File: config.mk
export PLATFORM = sky130hd
export DESIGN_NAME = assembly_line_field_parser_top_flat
export DESIGN_NICKNAME = d
export VERILOG_FILES = /design/src/design/alfp_pkg.sv /design/src/design/alfp_stream_if.sv /design/src/design/alfp_queue.sv /design/src/design/alfp_front.sv /design/src/design/alfp_back.sv /design/src/design/assembly_line_field_parser_top.sv /design/src/flat_wrapper.sv
export SDC_FILE = /design/constraint.sdc
export NUM_CORES = 1
export LEC_CHECK = 0
export ABC_AREA = 1
export BUFFER_PORTS_ARGS = -buffer_cell sky130_fd_sc_hd__buf_4
export CORE_MARGIN = 3
export CORE_UTILIZATION = 40
export CTS_CLUSTER_SIZE = 12
export DETAILED_ROUTE_END_ITERATION = 16
export PLACE_DENSITY_LB_ADDON = 0.3
export SETUP_SLACK_MARGIN = 0.4
export SLEW_MARGIN = 20
export SYNTH_ARGS = -nofsm -noshare
export SYNTH_HDL_FRONTEND = slang
export SYNTH_HIERARCHICAL = 1
export SYNTH_SLANG_ARGS = --single-unit
File: constraint.sdc
create_clock -name i_clk -period 6.4 [get_ports i_clk]
set_clock_uncertainty 0.15 [all_clocks]
set_input_delay 0 -clock i_clk [delete_from_list [all_inputs] [get_ports i_clk]]
set_output_delay 0 -clock i_clk [all_outputs]
set_load 0.03 [all_outputs]
File: src/design/alfp_pkg.sv
// Shared types, character codes and the mnemonic table of the assembly line parser.
`default_nettype none

package alfp_pkg;

    // Character codes that steer the parse.
    localparam logic [7:0] CH_SPACE   = 8'd32;
    localparam logic [7:0] CH_STAR    = 8'd42;
    localparam logic [7:0] CH_COMMA   = 8'd44;
    localparam logic [7:0] CH_OPEN    = 8'd40;
    localparam logic [7:0] CH_MINUS   = 8'd45;
    localparam logic [7:0] CH_DIGIT_0 = 8'd48;
    localparam logic [7:0] CH_DIGIT_9 = 8'd57;
    localparam logic [7:0] CH_UPPER_A = 8'd65;
    localparam logic [7:0] CH_UPPER_Z = 8'd90;

    // Mnemonic buffer limits.
    localparam logic [2:0] MNEM_MAX_LEN  = 3'd4;
    localparam logic [2:0] MNEM_TOO_LONG = 3'd5;

    // Operand slots; the index saturates one past the last slot.
    localparam logic [1:0] OP_SLOTS = 2'd3;

    // Entries in the queue between front and back.
    localparam int QUEUE_DEPTH = 2;

    localparam int OPC_COUNT = 17;

    // Mnemonic text, first letter in the low byte, with its length.
    localparam logic [31:0] MNEM_TEXT [OPC_COUNT] = '{
        32'h544C4148, 32'h00004E49, 32'h0054554F, 32'h00444441,
        32'h00425553, 32'h004C554D, 32'h00564944, 32'h0000444C,
        32'h0041444C, 32'h0043444C, 32'h00005453, 32'h00544C4A,
        32'h00454C4A, 32'h0045474A, 32'h0054474A, 32'h0051454A,
        32'h00454E4A
    };
    localparam logic [2:0] MNEM_LEN [OPC_COUNT] = '{
        3'd4, 3'd2, 3'd3, 3'd3, 3'd3, 3'd3, 3'd3, 3'd2, 3'd3,
        3'd3, 3'd2, 3'd3, 3'd3, 3'd3, 3'd3, 3'd3, 3'd3
    };

    typedef enum logic [1:0] {
        ERR_OK      = 2'd0,
        ERR_MNEM    = 2'd1,
        ERR_MISSING = 2'd2,
        ERR_RANGE   = 2'd3
    } t_err;

    // Per-operand status bits.
    typedef struct packed {
        logic stop;
        logic neg;
        logic digit;
    } t_op_flags;

    // Status of one finished line, handed from front to back.
    typedef struct packed {
        logic [2:0]          mnem_len;
        logic                line_digit;
        t_op_flags [2:0]     op;
    } t_line_flags;

    typedef struct packed {
        logic       hit;
        logic [4:0] code;
    } t_lookup;

    // Input item: one character of the line.
    typedef struct packed {
        logic [7:0] character;
        logic       line_end;
    } t_char_item;

    // Result item: one decoded instruction.
    typedef struct packed {
        logic [9:0]         line_number;
        logic [4:0]         opcode;
        logic signed [15:0] first_operand;
        logic signed [15:0] second_operand;
        logic signed [15:0] third_operand;
        logic [1:0]         error_code;
    } t_instr_item;

    // Matches the collected mnemonic against the table.
    function automatic t_lookup opcode_lookup(input logic [31:0] text, input logic [2:0] len);
        t_lookup res;
        res = '0;
        for (int k = 0; k < OPC_COUNT; k++) begin
            if (len == MNEM_LEN[k] && text == MNEM_TEXT[k]) begin
                res.hit  = 1'b1;
                res.code = 5'(k);
            end
        end
        return res;
    endfunction

endpackage

`default_nettype wire

File: src/design/alfp_stream_if.sv
// Valid/ready channel carrying one payload item per handshake.
`default_nettype none

interface alfp_stream_if #(
    parameter type t_payload = logic
) ();
    logic     valid;
    logic     ready;
    t_payload data;

    modport source (output valid, output data, input ready);
    modport sink (input valid, input data, output ready);
endinterface

`default_nettype wire

File: src/design/alfp_queue.sv
// Two-entry queue that decouples the character front end from the decode back end.
`default_nettype none

module alfp_queue #(
    parameter int WIDTH = 8
) (
    input  wire logic             i_clk,
    input  wire logic             i_rst_n,
    input  wire logic             i_push,
    input  wire logic [WIDTH-1:0] i_data,
    input  wire logic             i_pop,
    output logic                  o_full,
    output logic                  o_empty,
    output logic [WIDTH-1:0]      o_data
);
    import alfp_pkg::*;

    localparam int PW = (QUEUE_DEPTH > 1) ? $clog2(QUEUE_DEPTH) : 1;
    localparam int CW = $clog2(QUEUE_DEPTH + 1);

    logic [WIDTH-1:0] r_store [QUEUE_DEPTH];
    logic [PW-1:0]    r_wr_ptr, n_wr_ptr;
    logic [PW-1:0]    r_rd_ptr, n_rd_ptr;
    logic [CW-1:0]    r_count, n_count;

    assign o_full  = (r_count == CW'(QUEUE_DEPTH));
    assign o_empty = (r_count == '0);
    assign o_data  = r_store[r_rd_ptr];

    // Pointer and fill count updates, wrapping at the queue depth.
    always_comb begin
        n_wr_ptr = r_wr_ptr;
        n_rd_ptr = r_rd_ptr;
        n_count  = r_count;
        if (i_push) begin
            n_wr_ptr = (r_wr_ptr == PW'(QUEUE_DEPTH - 1)) ? '0 : r_wr_ptr + 1'b1;
        end
        if (i_pop) begin
            n_rd_ptr = (r_rd_ptr == PW'(QUEUE_DEPTH - 1)) ? '0 : r_rd_ptr + 1'b1;
        end
        if (i_push && !i_pop) begin
            n_count = r_count + 1'b1;
        end else if (i_pop && !i_push) begin
            n_count = r_count - 1'b1;
        end
    end

    always_ff @(posedge i_clk) begin
        if (!i_rst_n) begin
            r_wr_ptr <= '0;
            r_rd_ptr <= '0;
            r_count  <= '0;
        end else begin
            r_wr_ptr <= n_wr_ptr;
            r_rd_ptr <= n_rd_ptr;
            r_count  <= n_count;
        end
    end

    // Entry storage needs no reset.
    always_ff @(posedge i_clk) begin
        if (i_push) begin
            r_store[r_wr_ptr] <= i_data;
        end
    end

endmodule

`default_nettype wire

File: src/design/alfp_front.sv
// Front end: takes one character per cycle while the queue has room, building the current line's fields.
`default_nettype none

module alfp_front #(
    parameter int IMEM_DEPTH   = 1024,
    parameter int OPERAND_BITS = 16
) (
    input  wire logic                                   i_clk,
    input  wire logic                                   i_rst_n,
    alfp_stream_if.sink                                 i_line,
    input  wire logic                                   i_full,
    output logic                                        o_push,
    output logic [$clog2(IMEM_DEPTH+1)-1:0]             o_acc,
    output logic [31:0]                                 o_mnem,
    output alfp_pkg::t_line_flags                       o_flags,
    output logic [2:0][OPERAND_BITS-1:0]                o_mag
);
    import alfp_pkg::*;

    localparam int LA_W = $clog2(IMEM_DEPTH + 1);
    localparam int OB   = OPERAND_BITS;
    localparam logic [OB-1:0] MAG_CAP = {1'b1, {(OB-2){1'b0}}, 1'b1};

    logic                    r_nonspace, n_nonspace;
    logic                    r_comment, n_comment;
    logic                    r_line_digit, n_line_digit;
    logic [LA_W-1:0]         r_acc, n_acc;
    logic [31:0]             r_mnem, n_mnem;
    logic [2:0]              r_mlen, n_mlen;
    logic                    r_letter, n_letter;
    logic                    r_phase, n_phase;
    logic [1:0]              r_opidx, n_opidx;
    logic [2:0][OB-1:0]      r_mag, n_mag;
    t_op_flags [2:0]         r_flags, n_flags;

    logic                    fire;
    logic                    last;
    logic [7:0]              ch;
    logic                    is_digit;
    logic                    is_upper;
    logic [LA_W+3:0]         acc_prod;
    logic [OB-1:0]           sel_mag;
    t_op_flags               sel_flags;
    logic [OB+3:0]           mag_prod;
    logic [OB-1:0]           upd_mag;
    t_op_flags               upd_flags;

    assign ch       = i_line.data.character;
    assign last     = i_line.data.line_end;
    assign fire     = i_line.valid && i_line.ready;
    assign is_digit = (ch >= CH_DIGIT_0) && (ch <= CH_DIGIT_9);
    assign is_upper = (ch >= CH_UPPER_A) && (ch <= CH_UPPER_Z);

    // A line can always finish while the queue has room.
    assign i_line.ready = !i_full;

    // Separate multiply-by-ten steps for the line number and the active operand.
    assign acc_prod = ({4'b0, r_acc} * (LA_W+4)'(10)) + (LA_W+4)'(ch[3:0]);
    assign mag_prod = ({4'b0, sel_mag} * (OB+4)'(10)) + (OB+4)'(ch[3:0]);

    // Pick the operand slot that the index points at.
    always_comb begin
        sel_mag   = '0;
        sel_flags = '0;
        for (int k = 0; k < 3; k++) begin
            if (r_opidx == 2'(k)) begin
                sel_mag   = r_mag[k];
                sel_flags = r_flags[k];
            end
        end
    end

    // Next operand value and flags for a digit or minus sign.
    always_comb begin
        upd_mag   = sel_mag;
        upd_flags = sel_flags;
        if (ch == CH_MINUS) begin
            if (sel_flags == '0) begin
                upd_flags.neg = 1'b1;
            end else begin
                upd_flags.stop = 1'b1;
            end
        end else if (!sel_flags.stop) begin
            upd_flags.digit = 1'b1;
            upd_mag = (mag_prod > {4'b0, MAG_CAP}) ? MAG_CAP : mag_prod[OB-1:0];
        end
    end

    // Line state after the current character.
    always_comb begin
        n_nonspace   = r_nonspace;
        n_comment    = r_comment;
        n_line_digit = r_line_digit;
        n_acc        = r_acc;
        n_mnem       = r_mnem;
        n_mlen       = r_mlen;
        n_letter     = r_letter;
        n_phase      = r_phase;
        n_opidx      = r_opidx;
        n_mag        = r_mag;
        n_flags      = r_flags;

        if (!r_nonspace && ch != CH_SPACE) begin
            n_nonspace = 1'b1;
            if (ch == CH_STAR) begin
                n_comment = 1'b1;
            end
        end

        if (is_digit && !r_letter) begin
            n_acc = (acc_prod > (LA_W+4)'(IMEM_DEPTH)) ? LA_W'(IMEM_DEPTH)
                                                      : acc_prod[LA_W-1:0];
            n_line_digit = 1'b1;
        end else begin
            if (is_upper && !r_phase) begin
                if (r_mlen < MNEM_MAX_LEN) begin
                    for (int k = 0; k < 4; k++) begin
                        if (r_mlen == 3'(k)) begin
                            n_mnem[8*k +: 8] = ch;
                        end
                    end
                    n_mlen = r_mlen + 3'd1;
                end else begin
                    n_mlen = MNEM_TOO_LONG;
                end
                n_letter = 1'b1;
            end
            if (is_digit || ch == CH_COMMA || ch == CH_OPEN || ch == CH_MINUS) begin
                n_phase = 1'b1;
                if (ch == CH_COMMA || ch == CH_OPEN) begin
                    if (r_opidx < OP_SLOTS) begin
                        n_opidx = r_opidx + 2'd1;
                    end
                end else begin
                    for (int k = 0; k < 3; k++) begin
                        if (r_opidx == 2'(k)) begin
                            n_mag[k]   = upd_mag;
                            n_flags[k] = upd_flags;
                        end
                    end
                end
            end
        end
    end

    // Hand a finished line to the queue unless it is blank or a comment.
    always_comb begin
        o_push              = fire && last && n_nonspace && !n_comment;
        o_acc               = n_acc;
        o_mnem              = n_mnem;
        o_mag               = n_mag;
        o_flags.mnem_len    = n_mlen;
        o_flags.line_digit  = n_line_digit;
        o_flags.op          = n_flags;
    end

    // Line state registers, cleared at reset and after every line end.
    always_ff @(posedge i_clk) begin
        if (!i_rst_n || (fire && last)) begin
            r_nonspace   <= 1'b0;
            r_comment    <= 1'b0;
            r_line_digit <= 1'b0;
            r_acc        <= '0;
            r_mnem       <= '0;
            r_mlen       <= '0;
            r_letter     <= 1'b0;
            r_phase      <= 1'b0;
            r_opidx      <= '0;
            r_mag        <= '0;
            r_flags      <= '0;
        end else if (fire) begin
            r_nonspace   <= n_nonspace;
            r_comment    <= n_comment;
            r_line_digit <= n_line_digit;
            r_acc        <= n_acc;
            r_mnem       <= n_mnem;
            r_mlen       <= n_mlen;
            r_letter     <= n_letter;
            r_phase      <= n_phase;
            r_opidx      <= n_opidx;
            r_mag        <= n_mag;
            r_flags      <= n_flags;
        end
    end

endmodule

`default_nettype wire

File: src/design/alfp_back.sv
// Back end: decodes a finished line into an instruction and holds it in the output register.
`default_nettype none

module alfp_back #(
    parameter int IMEM_DEPTH   = 1024,
    parameter int OPERAND_BITS = 16
) (
    input  wire logic                                   i_clk,
    input  wire logic                                   i_rst_n,
    input  wire logic                                   i_rec_valid,
    output logic                                        o_rec_pop,
    input  wire logic [$clog2(IMEM_DEPTH+1)-1:0]        i_acc,
    input  wire logic [31:0]                            i_mnem,
    input  wire alfp_pkg::t_line_flags                  i_flags,
    input  wire logic [2:0][OPERAND_BITS-1:0]           i_mag,
    alfp_stream_if.source                               o_instr
);
    import alfp_pkg::*;

    localparam int LA_W = $clog2(IMEM_DEPTH + 1);
    localparam int OB   = OPERAND_BITS;
    localparam int VW   = OB + 16;
    localparam logic [OB-1:0] LIM_POS = {1'b0, {(OB-1){1'b1}}};
    localparam logic [OB-1:0] LIM_NEG = {1'b1, {(OB-1){1'b0}}};

    logic            r_valid;
    t_instr_item     r_item, n_item;
    t_lookup         lk;
    t_err            err;
    logic [LA_W-1:0] acc_sat;
    logic [OB-1:0]   m;
    logic [VW-1:0]   wide;
    logic [2:0][15:0] ops;

    assign lk        = opcode_lookup(i_mnem, i_flags.mnem_len);
    assign o_rec_pop = i_rec_valid && (!r_valid || o_instr.ready);
    assign acc_sat   = (i_acc >= LA_W'(IMEM_DEPTH)) ? LA_W'(IMEM_DEPTH - 1) : i_acc;

    // Error priority: unknown mnemonic, then missing field, then range.
    always_comb begin
        err  = ERR_OK;
        ops  = '0;
        m    = '0;
        wide = '0;
        if (!lk.hit) begin
            err = ERR_MNEM;
        end else if (!i_flags.line_digit || !i_flags.op[0].digit ||
                     !i_flags.op[1].digit || !i_flags.op[2].digit) begin
            err = ERR_MISSING;
        end else if (i_acc >= LA_W'(IMEM_DEPTH)) begin
            err = ERR_RANGE;
        end
        for (int k = 0; k < 3; k++) begin
            if (i_flags.op[k].digit) begin
                m = i_mag[k];
                if (i_flags.op[k].neg) begin
                    if (m > LIM_NEG) begin
                        m = LIM_NEG;
                        if (err == ERR_OK) begin
                            err = ERR_RANGE;
                        end
                    end
                    wide = '0 - VW'(m);
                end else begin
                    if (m > LIM_POS) begin
                        m = LIM_POS;
                        if (err == ERR_OK) begin
                            err = ERR_RANGE;
                        end
                    end
                    wide = VW'(m);
                end
                ops[k] = wide[15:0];
            end
        end
    end

    // Result fields, cut to the widths of the output item.
    always_comb begin
        n_item.line_number    = 10'(acc_sat);
        n_item.opcode         = lk.hit ? lk.code : 5'd0;
        n_item.first_operand  = ops[0];
        n_item.second_operand = ops[1];
        n_item.third_operand  = ops[2];
        n_item.error_code     = err;
    end

    // Output register: refilled whenever it is empty or being taken.
    always_ff @(posedge i_clk) begin
        if (!i_rst_n) begin
            r_valid <= 1'b0;
        end else if (o_rec_pop) begin
            r_valid <= 1'b1;
        end else if (o_instr.ready) begin
            r_valid <= 1'b0;
        end
    end

    always_ff @(posedge i_clk) begin
        if (o_rec_pop) begin
            r_item <= n_item;
        end
    end

    assign o_instr.valid = r_valid;
    assign o_instr.data  = r_item;

endmodule

`default_nettype wire

File: src/design/assembly_line_field_parser_top.sv
// Top level of the assembly line parser: front end, line queue and decode back end.
//
//   Channel   Dir  Modport  Payload        Handshake
//   i_line    in   sink     t_char_item    valid/ready, one character per item
//   o_instr   out  source   t_instr_item   valid/ready, one instruction per kept line
//
// One character is taken every cycle; ready falls only while the two-entry line queue is full.
// A kept line is pushed into the queue as its last character is taken, then passes through the
// opcode table and saturation logic into the output register.
// Blank and comment lines leave nothing in the queue. Reset is synchronous and active low;
// it clears the line state, the queue pointers and the output valid flag.
`default_nettype none

module assembly_line_field_parser_top #(
    parameter int IMEM_DEPTH   = 1024,
    parameter int OPERAND_BITS = 16
) (
    input  wire logic       i_clk,
    input  wire logic       i_rst_n,
    alfp_stream_if.sink     i_line,
    alfp_stream_if.source   o_instr
);
    import alfp_pkg::*;

    localparam int LA_W  = $clog2(IMEM_DEPTH + 1);
    localparam int OB    = OPERAND_BITS;
    localparam int FL_W  = $bits(t_line_flags);
    localparam int REC_W = LA_W + 32 + FL_W + 3 * OB;

    logic                q_push;
    logic                q_pop;
    logic                q_full;
    logic                q_empty;
    logic [REC_W-1:0]    q_in;
    logic [REC_W-1:0]    q_out;

    logic [LA_W-1:0]     f_acc, b_acc;
    logic [31:0]         f_mnem, b_mnem;
    t_line_flags         f_flags, b_flags;
    logic [2:0][OB-1:0]  f_mag, b_mag;

    // Character front end.
    alfp_front #(
        .IMEM_DEPTH   (IMEM_DEPTH),
        .OPERAND_BITS (OPERAND_BITS)
    ) u_front (
        .i_clk   (i_clk),
        .i_rst_n (i_rst_n),
        .i_line  (i_line),
        .i_full  (q_full),
        .o_push  (q_push),
        .o_acc   (f_acc),
        .o_mnem  (f_mnem),
        .o_flags (f_flags),
        .o_mag   (f_mag)
    );

    // Finished lines waiting for decode.
    assign q_in = {f_acc, f_mnem, f_flags, f_mag};

    alfp_queue #(
        .WIDTH (REC_W)
    ) u_queue (
        .i_clk   (i_clk),
        .i_rst_n (i_rst_n),
        .i_push  (q_push),
        .i_data  (q_in),
        .i_pop   (q_pop),
        .o_full  (q_full),
        .o_empty (q_empty),
        .o_data  (q_out)
    );

    assign {b_acc, b_mnem, b_flags, b_mag} = q_out;

    // Decode back end with the output register.
    alfp_back #(
        .IMEM_DEPTH   (IMEM_DEPTH),
        .OPERAND_BITS (OPERAND_BITS)
    ) u_back (
        .i_clk       (i_clk),
        .i_rst_n     (i_rst_n),
        .i_rec_valid (!q_empty),
        .o_rec_pop   (q_pop),
        .i_acc       (b_acc),
        .i_mnem      (b_mnem),
        .i_flags     (b_flags),
        .i_mag       (b_mag),
        .o_instr     (o_instr)
    );

`ifndef ASSERT_OFF
    // A line is never written into a full queue.
    a_no_overflow: assert property (@(posedge i_clk) disable iff (!i_rst_n)
        !(q_push && q_full))
        else $error("line queue written while full");

    // The back end only takes a line that is present.
    a_no_underflow: assert property (@(posedge i_clk) disable iff (!i_rst_n)
        q_pop |-> !q_empty)
        else $error("line queue read while empty");

    // An unknown mnemonic always reports opcode zero.
    a_unknown_opcode: assert property (@(posedge i_clk) disable iff (!i_rst_n)
        (o_instr.valid && o_instr.data.error_code == ERR_MNEM) |-> (o_instr.data.opcode == 5'd0))
        else $error("unknown mnemonic with nonzero opcode");

    // A line taken from the queue shows up on the output in the next cycle.
    a_pop_to_output: assert property (@(posedge i_clk) disable iff (!i_rst_n)
        q_pop |=> o_instr.valid)
        else $error("decoded line missing from output register");
`endif

endmodule

`default_nettype wire

File: src/flat_wrapper.sv
// flat-port wrapper written by rule: the top's interface ports become plain ports
module assembly_line_field_parser_top_flat import alfp_pkg::*;
#(
    parameter int IMEM_DEPTH   = 1024,
    parameter int OPERAND_BITS = 16
)
  (i_clk, i_rst_n, i_line_valid, i_line_data, i_line_ready, o_instr_valid, o_instr_data, o_instr_ready);
  alfp_stream_if #(.t_payload(t_char_item)) i_line_i ();
  alfp_stream_if #(.t_payload(t_instr_item)) o_instr_i ();
  input  wire logic i_clk;
  input  wire logic i_rst_n;
  input wire logic [$bits(i_line_i.valid)-1:0] i_line_valid;
  input wire logic [$bits(i_line_i.data)-1:0] i_line_data;
  output wire logic [$bits(i_line_i.ready)-1:0] i_line_ready;
  output wire logic [$bits(o_instr_i.valid)-1:0] o_instr_valid;
  output wire logic [$bits(o_instr_i.data)-1:0] o_instr_data;
  input wire logic [$bits(o_instr_i.ready)-1:0] o_instr_ready;
  assign i_line_i.valid = i_line_valid;
  assign i_line_i.data = i_line_data;
  assign i_line_ready = i_line_i.ready;
  assign o_instr_valid = o_instr_i.valid;
  assign o_instr_data = o_instr_i.data;
  assign o_instr_i.ready = o_instr_ready;
  assembly_line_field_parser_top #(.IMEM_DEPTH(IMEM_DEPTH), .OPERAND_BITS(OPERAND_BITS)) u_core (.i_clk(i_clk), .i_rst_n(i_rst_n), .i_line(i_line_i), .o_instr(o_instr_i));
endmodule
==> flow_metrics.py, run 1 <==
metrics = {
    "cts": {
        "insertion_delay_ps": 570,
        "cts.htree.levels": 2,
        "clkTransAtPathRegs_ps": 60,
        "cts.root.buffer_cell": "clkbuf_16",
        "cts_buffer_depth": 3,
        "numCtsBuffers": 42,
        "cts_tree": "yes",
        "cts_sinks": 383,
        "post-cts-setup-buffers": 0,
    },
    "pwr": {
        "p_per_area_mw_per_mm2": 379,
        "p_leak_nw": 10.7,
        "vdd_drop_max_mv": 0.230,
    },
    "timing": {
        "min_period_over_period_pct": 86.8,
        "hold_viol": 0,
        "fmax_mhz": 180,
        "finalSetupTns_ps": 0,
        "slew_headroom_pct": 34.0,
        "grt_setup_unrepaired": "false",
        "worstMarginPinSlew_ps": 984,
        "finalSetupViolCount": 0,
        "final_max_slew_viol_count": 0,
        "fin_crit_ps": 5550,
    },
    "floorplan": {
        "die_h_um": 242,
        "start_util_pct": 40.9,
        "coreArea_mm2": 0.0546,
        "ios": 80,
        "rows": 85,
        "fp.dieW_um": 242,
        "dieArea_mm2": 0.0587,
    },
    "placed_design": {
        "dp.final_hpwl_mm": 40.2,
        "dpl_cell_area_mm2": 0.0235,
        "gp_congestion": 0.894,
        "port-buffer-count": 79,
    },
    "min_path": {
        "min_path_cells": 8,
        "hp-class": "primary input to flop",
        "min-delay-start": "i_line_data[8]",
    },
    "final_layout": {
        "multi_input_area_mm2": 0.0101,
        "diodes": 0,
        "stdcell_area_mm2": 0.0249,
        "seq_area_mm2": 0.0103,
        "drive_gt1_share_pct": 15.7,
        "fin_nets": 2721,
        "area_growth_pct": 11.7,
        "fillCellCount": 5261,
    },
    "detailed_routing": {
        "ant_nets": 0,
        "drtIter0Drc": 1476,
        "drc": 0,
        "via_count": 17900,
        "drtPass1Iterations": 8,
        "routed_via_density": 5.23,
        "routedWlPerCell_um": 16.6,
        "routed_wl_mm": 56.7,
    },
    "grt": {
        "track_usage_pct": 18.8,
        "grt_overflow": 0,
        "grt_pass1_vias": 17300,
        "grt_max_degree": 73,
        "antenna_found_initial": 0,
        "grt_pass1_wl_mm": 90.6,
    },
    "critical_path": {
        "crit_start": "u_core/u_front/r_opidx[0]",
        "crit_fanout": 11,
        "cpPeakStageDelay_ps": 520,
        "endpoint_kind": "flop",
        "r2r_cells": 23,
        "crit_slowest_cell": "fa_1",
        "crit_chain": "inv_1, ha_1, inv_1, o21ai_0, o211ai_1, and2_1, xor2_1, ha_1, fa_1, xor2_1, nand3_1, nor2_2, nand3_2, nor2_2, nand3_1, nand2_1, nand2_2, nor2_8, nand2_1, o21ai_0, nand2_1, nand2_1, inv_1",
        "critPathKind": "flop to flop",
        "start_kind": "flop",
        "crit_top_cell": "nand2_1",
        "cp.required_ps": 6560,
        "r2r_start": "u_core/u_front/r_opidx[0]",
        "worstPathArrival_ps": 5720,
    },
    "synthesis": {
        "synth_area_mm2": 0.0223,
        "yosys_warnings": 6,
        "synth_nets": 2662,
        "avgSynthCellArea_um2": 8.62,
        "syn_inst": 2590,
    },
    "run_status": {
        "outcome": "completed",
    },
    "flow_run": {
        "max_cap_violations": 0,
    },
}
area by class of cell:
class	instances	area share (%)
clock buffer	63	4.65
clock inverter	15	0.502
inverter	360	5.46
multi-input combinational	1745	40.4
sequential	383	41.5
tap	739	3.71
timing repair buffer	117	3.79
metal layers:
layer  vias up  global-route usage [%]  part of all wire, %  routed length, um
met4         0                    6.75                  3.2               1820
met5         -                       0                    0                  0
li1       8802                       -                    -                  -
met1      8502                    24.2                   44              24800
met3       111                    2.80                  5.1               2900
met2       478                    32.3                   48              27300
path summary, 6_finish.rpt:
check,slack [ps],to
worst max-delay path,850,u_core/u_queue/r_store[1][31]
worst max register to register,850,u_core/u_queue/r_store[1][31]
worst min-delay path,80,u_core/u_queue/r_store[0][92]
worst min register to register,290,u_core/u_front/r_mnem[21]
sequential cells by signal (all words and copies together), names as in the netlist, 2 cells and up, named ones only:
name                        cells
u_core/u_back/o_instr.data     65
u_core/u_front/r_acc           11
u_core/u_front/r_flags          9
u_core/u_front/r_mag           48
u_core/u_front/r_mlen           3
u_core/u_front/r_mnem          32
u_core/u_front/r_opidx          2
u_core/u_queue/r_count          2
u_core/u_queue/r_store        202
placed cells by master (no fill, tap or decap), types with 17 or more instances in the layout:
master and n:
ha_1 55, clkbuf_16 42, edfxtp_1 267, xor2_1 34, mux2_2 44, inv_1 339, nand4_1 35, a21oi_2 29
nor2_1 251, o21ai_0 196, mux2_4 57, nand2_2 22, buf_4 98, or2_2 45, nand2_1 475, a21oi_1 118
nand3_1 213, dfxtp_1 115, dlygate4sd3_1 17, clkbuf_1 18
worst max-delay path, delay by kind of cell, from the launching register on:
family,cells,cell delay (ps)
and+or+nand+nor,12,1740
adders and majority gates,3,1340
AOI/OAI and AO/OA,3,750
buffers and inverters,3,500
xor gates and xnor gates,2,500
DFF,1,330
through the flow:
step           setup WS [ps]  util (%)  power [mW]  instances  hold WS [ps]
2_1_floorplan           1560         -        6.29       2590         -29.2
3_5_place_dp             895      43.0        7.22       3327           135
4_1_cts                  849      45.7        9.55       3422          47.8
6_report                 845      45.7        9.46       3422          84.7
3_3_place_gp             923      43.0        7.15       3327           126
5_1_grt                  439      45.7        10.0       3422           131
power breakdown:
group          internal (mW)  switching [mW]  total (mW)  leakage (nW)
clock                   1.30           0.982        2.28         0.626
combinational           1.27            2.51        3.77          6.58
sequential              3.21           0.200        3.41          3.47
timing repair:
action,4_1_cts,5_1_grt
hold buffers,17,0
resized for setup,0,1
setup endpoints to repair,0,12
endpoints found under the hold margin,101,0
(Power assumes the default switching activity.)
==> run 2, diff against run 1 <==
- BUFFER_PORTS_ARGS: -buffer_cell sky130_fd_sc_hd__buf_4 -> -buffer_cell sky130_fd_sc_hd__clkbuf_2
- CORE_UTILIZATION: 40 -> 48
- clock period: 6.4 -> 4.9 ns (I/O delays scaled with it)
==> run 2 against run 1 <==
Setup slack got worse by 420 ps. Combinational power increased by 38%. Maximum frequency increased by 24%. Sequential power increased by 29%. Critical path type unchanged. Largest power group unchanged.
==> flow_metrics.py, run 2 (synthesis gave the netlist of run 1 again) <==
metrics = {
    "placed_design": {
        "dp.final_hpwl_mm": 41.0,
        "gp_congestion": 0.946,
        "dpl_cell_area_mm2": 0.0234,
        "port-buffer-count": 79,
    },
    "critical_path": {
        "start_kind": "flop",
        "r2r_start": "u_core/u_front/r_opidx[1]",
        "cp.required_ps": 5070,
        "r2r_cells": 27,
        "ff2ff_setup_slack_ps": 430,
        "crit_fanout": 8,
        "endpoint_kind": "flop",
        "critPathKind": "flop to flop",
        "worstPathArrival_ps": 4640,
        "rr_endpoint": "u_core/u_queue/r_store[1][47]",
    },
    "cts": {
        "cts_sinks": 383,
        "numCtsBuffers": 42,
        "clkTransAtPathRegs_ps": 60,
        "cts_buffer_depth": 3,
        "cts.htree.levels": 2,
        "cts.root.buffer_cell": "clkbuf_16",
        "insertion_delay_ps": 580,
        "cts_tree": "yes",
    },
    "grt": {
        "track_usage_pct": 22.9,
        "grt_pass1_vias": 17500,
        "grt_overflow": 0,
        "grt_max_degree": 102,
        "antenna_found_initial": 0,
        "grt_pass1_wl_mm": 92.0,
    },
    "min_path": {
        "hp-class": "primary input to flop",
        "min-delay-start": "i_rst_n",
        "worstHoldEndpoint": "u_core/u_queue/r_count[1]",
        "min_path_cells": 4,
    },
    "timing": {
        "finalSetupViolCount": 0,
        "fmax_mhz": 224,
        "slew_headroom_pct": 36.4,
        "final_max_slew_viol_count": 0,
        "worstMarginPinSlew_ps": 951,
        "min_period_over_period_pct": 91.2,
        "hold_viol": 0,
        "grt_setup_unrepaired": "true",
        "finalSetupTns_ps": 0,
        "fin_crit_ps": 4470,
        "hold_slack_ps": 179,
    },
    "detailed_routing": {
        "via_count": 18400,
        "drtIter0Drc": 1388,
        "ant_nets": 0,
        "routed_via_density": 5.51,
        "routed_wl_mm": 58.5,
        "drc": 0,
        "drtPass1Iterations": 5,
        "routedWlPerCell_um": 17.6,
    },
    "final_layout": {
        "fin_nets": 2773,
        "diodes": 0,
        "fillCellCount": 4037,
        "top_register": "u_core/u_queue/r_store",
        "final_cell_mix": "419 x nand2_1, 316 x inv_1, 267 x edfxtp_1",
        "final_common_cell": "nand2_1",
        "area_growth_pct": 16.0,
        "drive_gt1_share_pct": 23.5,
        "stdcell_area_mm2": 0.0259,
        "largest_reg_flops": 202,
    },
    "floorplan": {
        "dieArea_mm2": 0.0491,
        "ios": 80,
        "coreArea_mm2": 0.0457,
        "die_h_um": 222,
        "fp.dieW_um": 222,
        "rows": 78,
        "start_util_pct": 48.9,
    },
    "pwr": {
        "p_leak_nw": 11.0,
        "p_per_area_mw_per_mm2": 489,
        "vdd_drop_max_mv": 0.447,
        "p_total_mw": 12.7,
    },
    "run_status": {
        "outcome": "completed",
    },
    "flow_run": {
        "max_cap_violations": 0,
    },
}
-- run 2: worst max-delay path: stages (launching register included) --
cell        delay (ps)
dfxtp_4            360
inv_4               80
ha_4               180
clkinvlp_4         200
buf_6              180
o211ai_1           240
and2_4             220
xor2_2              80
ha_4               190
fa_2               580
nand2_2             60
nor2_1             100
nand2_1             80
nand2_2            120
nand3_4             80
nor2_4             170
nand3_4            110
nor2_4             140
nand3_2             80
nand2_2             80
nand2_4             60
nor2_8             150
nand2_1             80
o21ai_2            100
buf_4              160
nand2_1             50
nand2_1            100
inv_1               50
-- run 2: final cells by class --
cell class | count | area [um2] | area share (%)
tap | 600 | 751 | 2.90
timing repair inverter | 1 | 7.51 | 0.0290
timing repair buffer | 168 | 1230 | 4.73
multi-input combinational | 1745 | 10800 | 41.8
inverter | 360 | 1370 | 5.30
clock inverter | 16 | 148 | 0.570
sequential | 383 | 10400 | 39.9
clock buffer | 61 | 1210 | 4.69
-- run 2: worst max-delay path by stage --
stage	to	cells after the start	start
after floorplan	u_core/u_queue/r_store[0][22]	27	u_core/u_front/r_opidx[1]
after global placement	u_core/u_queue/r_store[0][32]	26	u_core/u_front/r_opidx[1]
final	u_core/u_queue/r_store[1][47]	27	u_core/u_front/r_opidx[1]
after CTS	u_core/u_queue/r_store[1][32]	27	u_core/u_front/r_opidx[1]
after detailed placement	u_core/u_queue/r_store[1][15]	25	u_core/u_front/r_opidx[0]
after global routing	u_core/u_queue/r_store[0][15]	27	u_core/u_front/r_opidx[1]
-- run 2: layer usage --
layer | share of wire (%) | vias up | global-route usage, %
met3 | 5.5 | 90 | 3.24
li1 | - | 8919 | -
met2 | 48 | 570 | 38.4
met4 | 2.4 | 0 | 6.81
met5 | 0 | - | 0
met1 | 44 | 8791 | 31.1
-- run 2: timing repair --
item / in CTS / in global routing
gates cloned: 1 / 2
setup buffers: 9 / 13
hold buffers: 15 / 0
resized for setup: 49 / 177
setup endpoints to repair: 144 / 144
hold endpoints to repair: 68 / 0
pin swaps: 7 / 55
-- run 2: report_power, final --
group / internal [mW] / switching [mW] / leakage [nW] / total, mW
clock network: 1.79 / 1.29 / 0.668 / 3.09
logic: 1.73 / 3.47 / 6.84 / 5.20
registers: 4.18 / 0.211 / 3.47 / 4.40
total: 7.70 / 4.98 / 11.0 / 12.7
-- run 2: stage by stage --
stage	utilization, %	std cells	setup slack, ps
2_1_floorplan	-	2590	587
3_3_place_gp	51.2	3217	-74.9
3_5_place_dp	51.2	3217	-185
4_1_cts	55.0	3319	381
5_1_grt	56.7	3334	180
6_report	56.7	3334	429
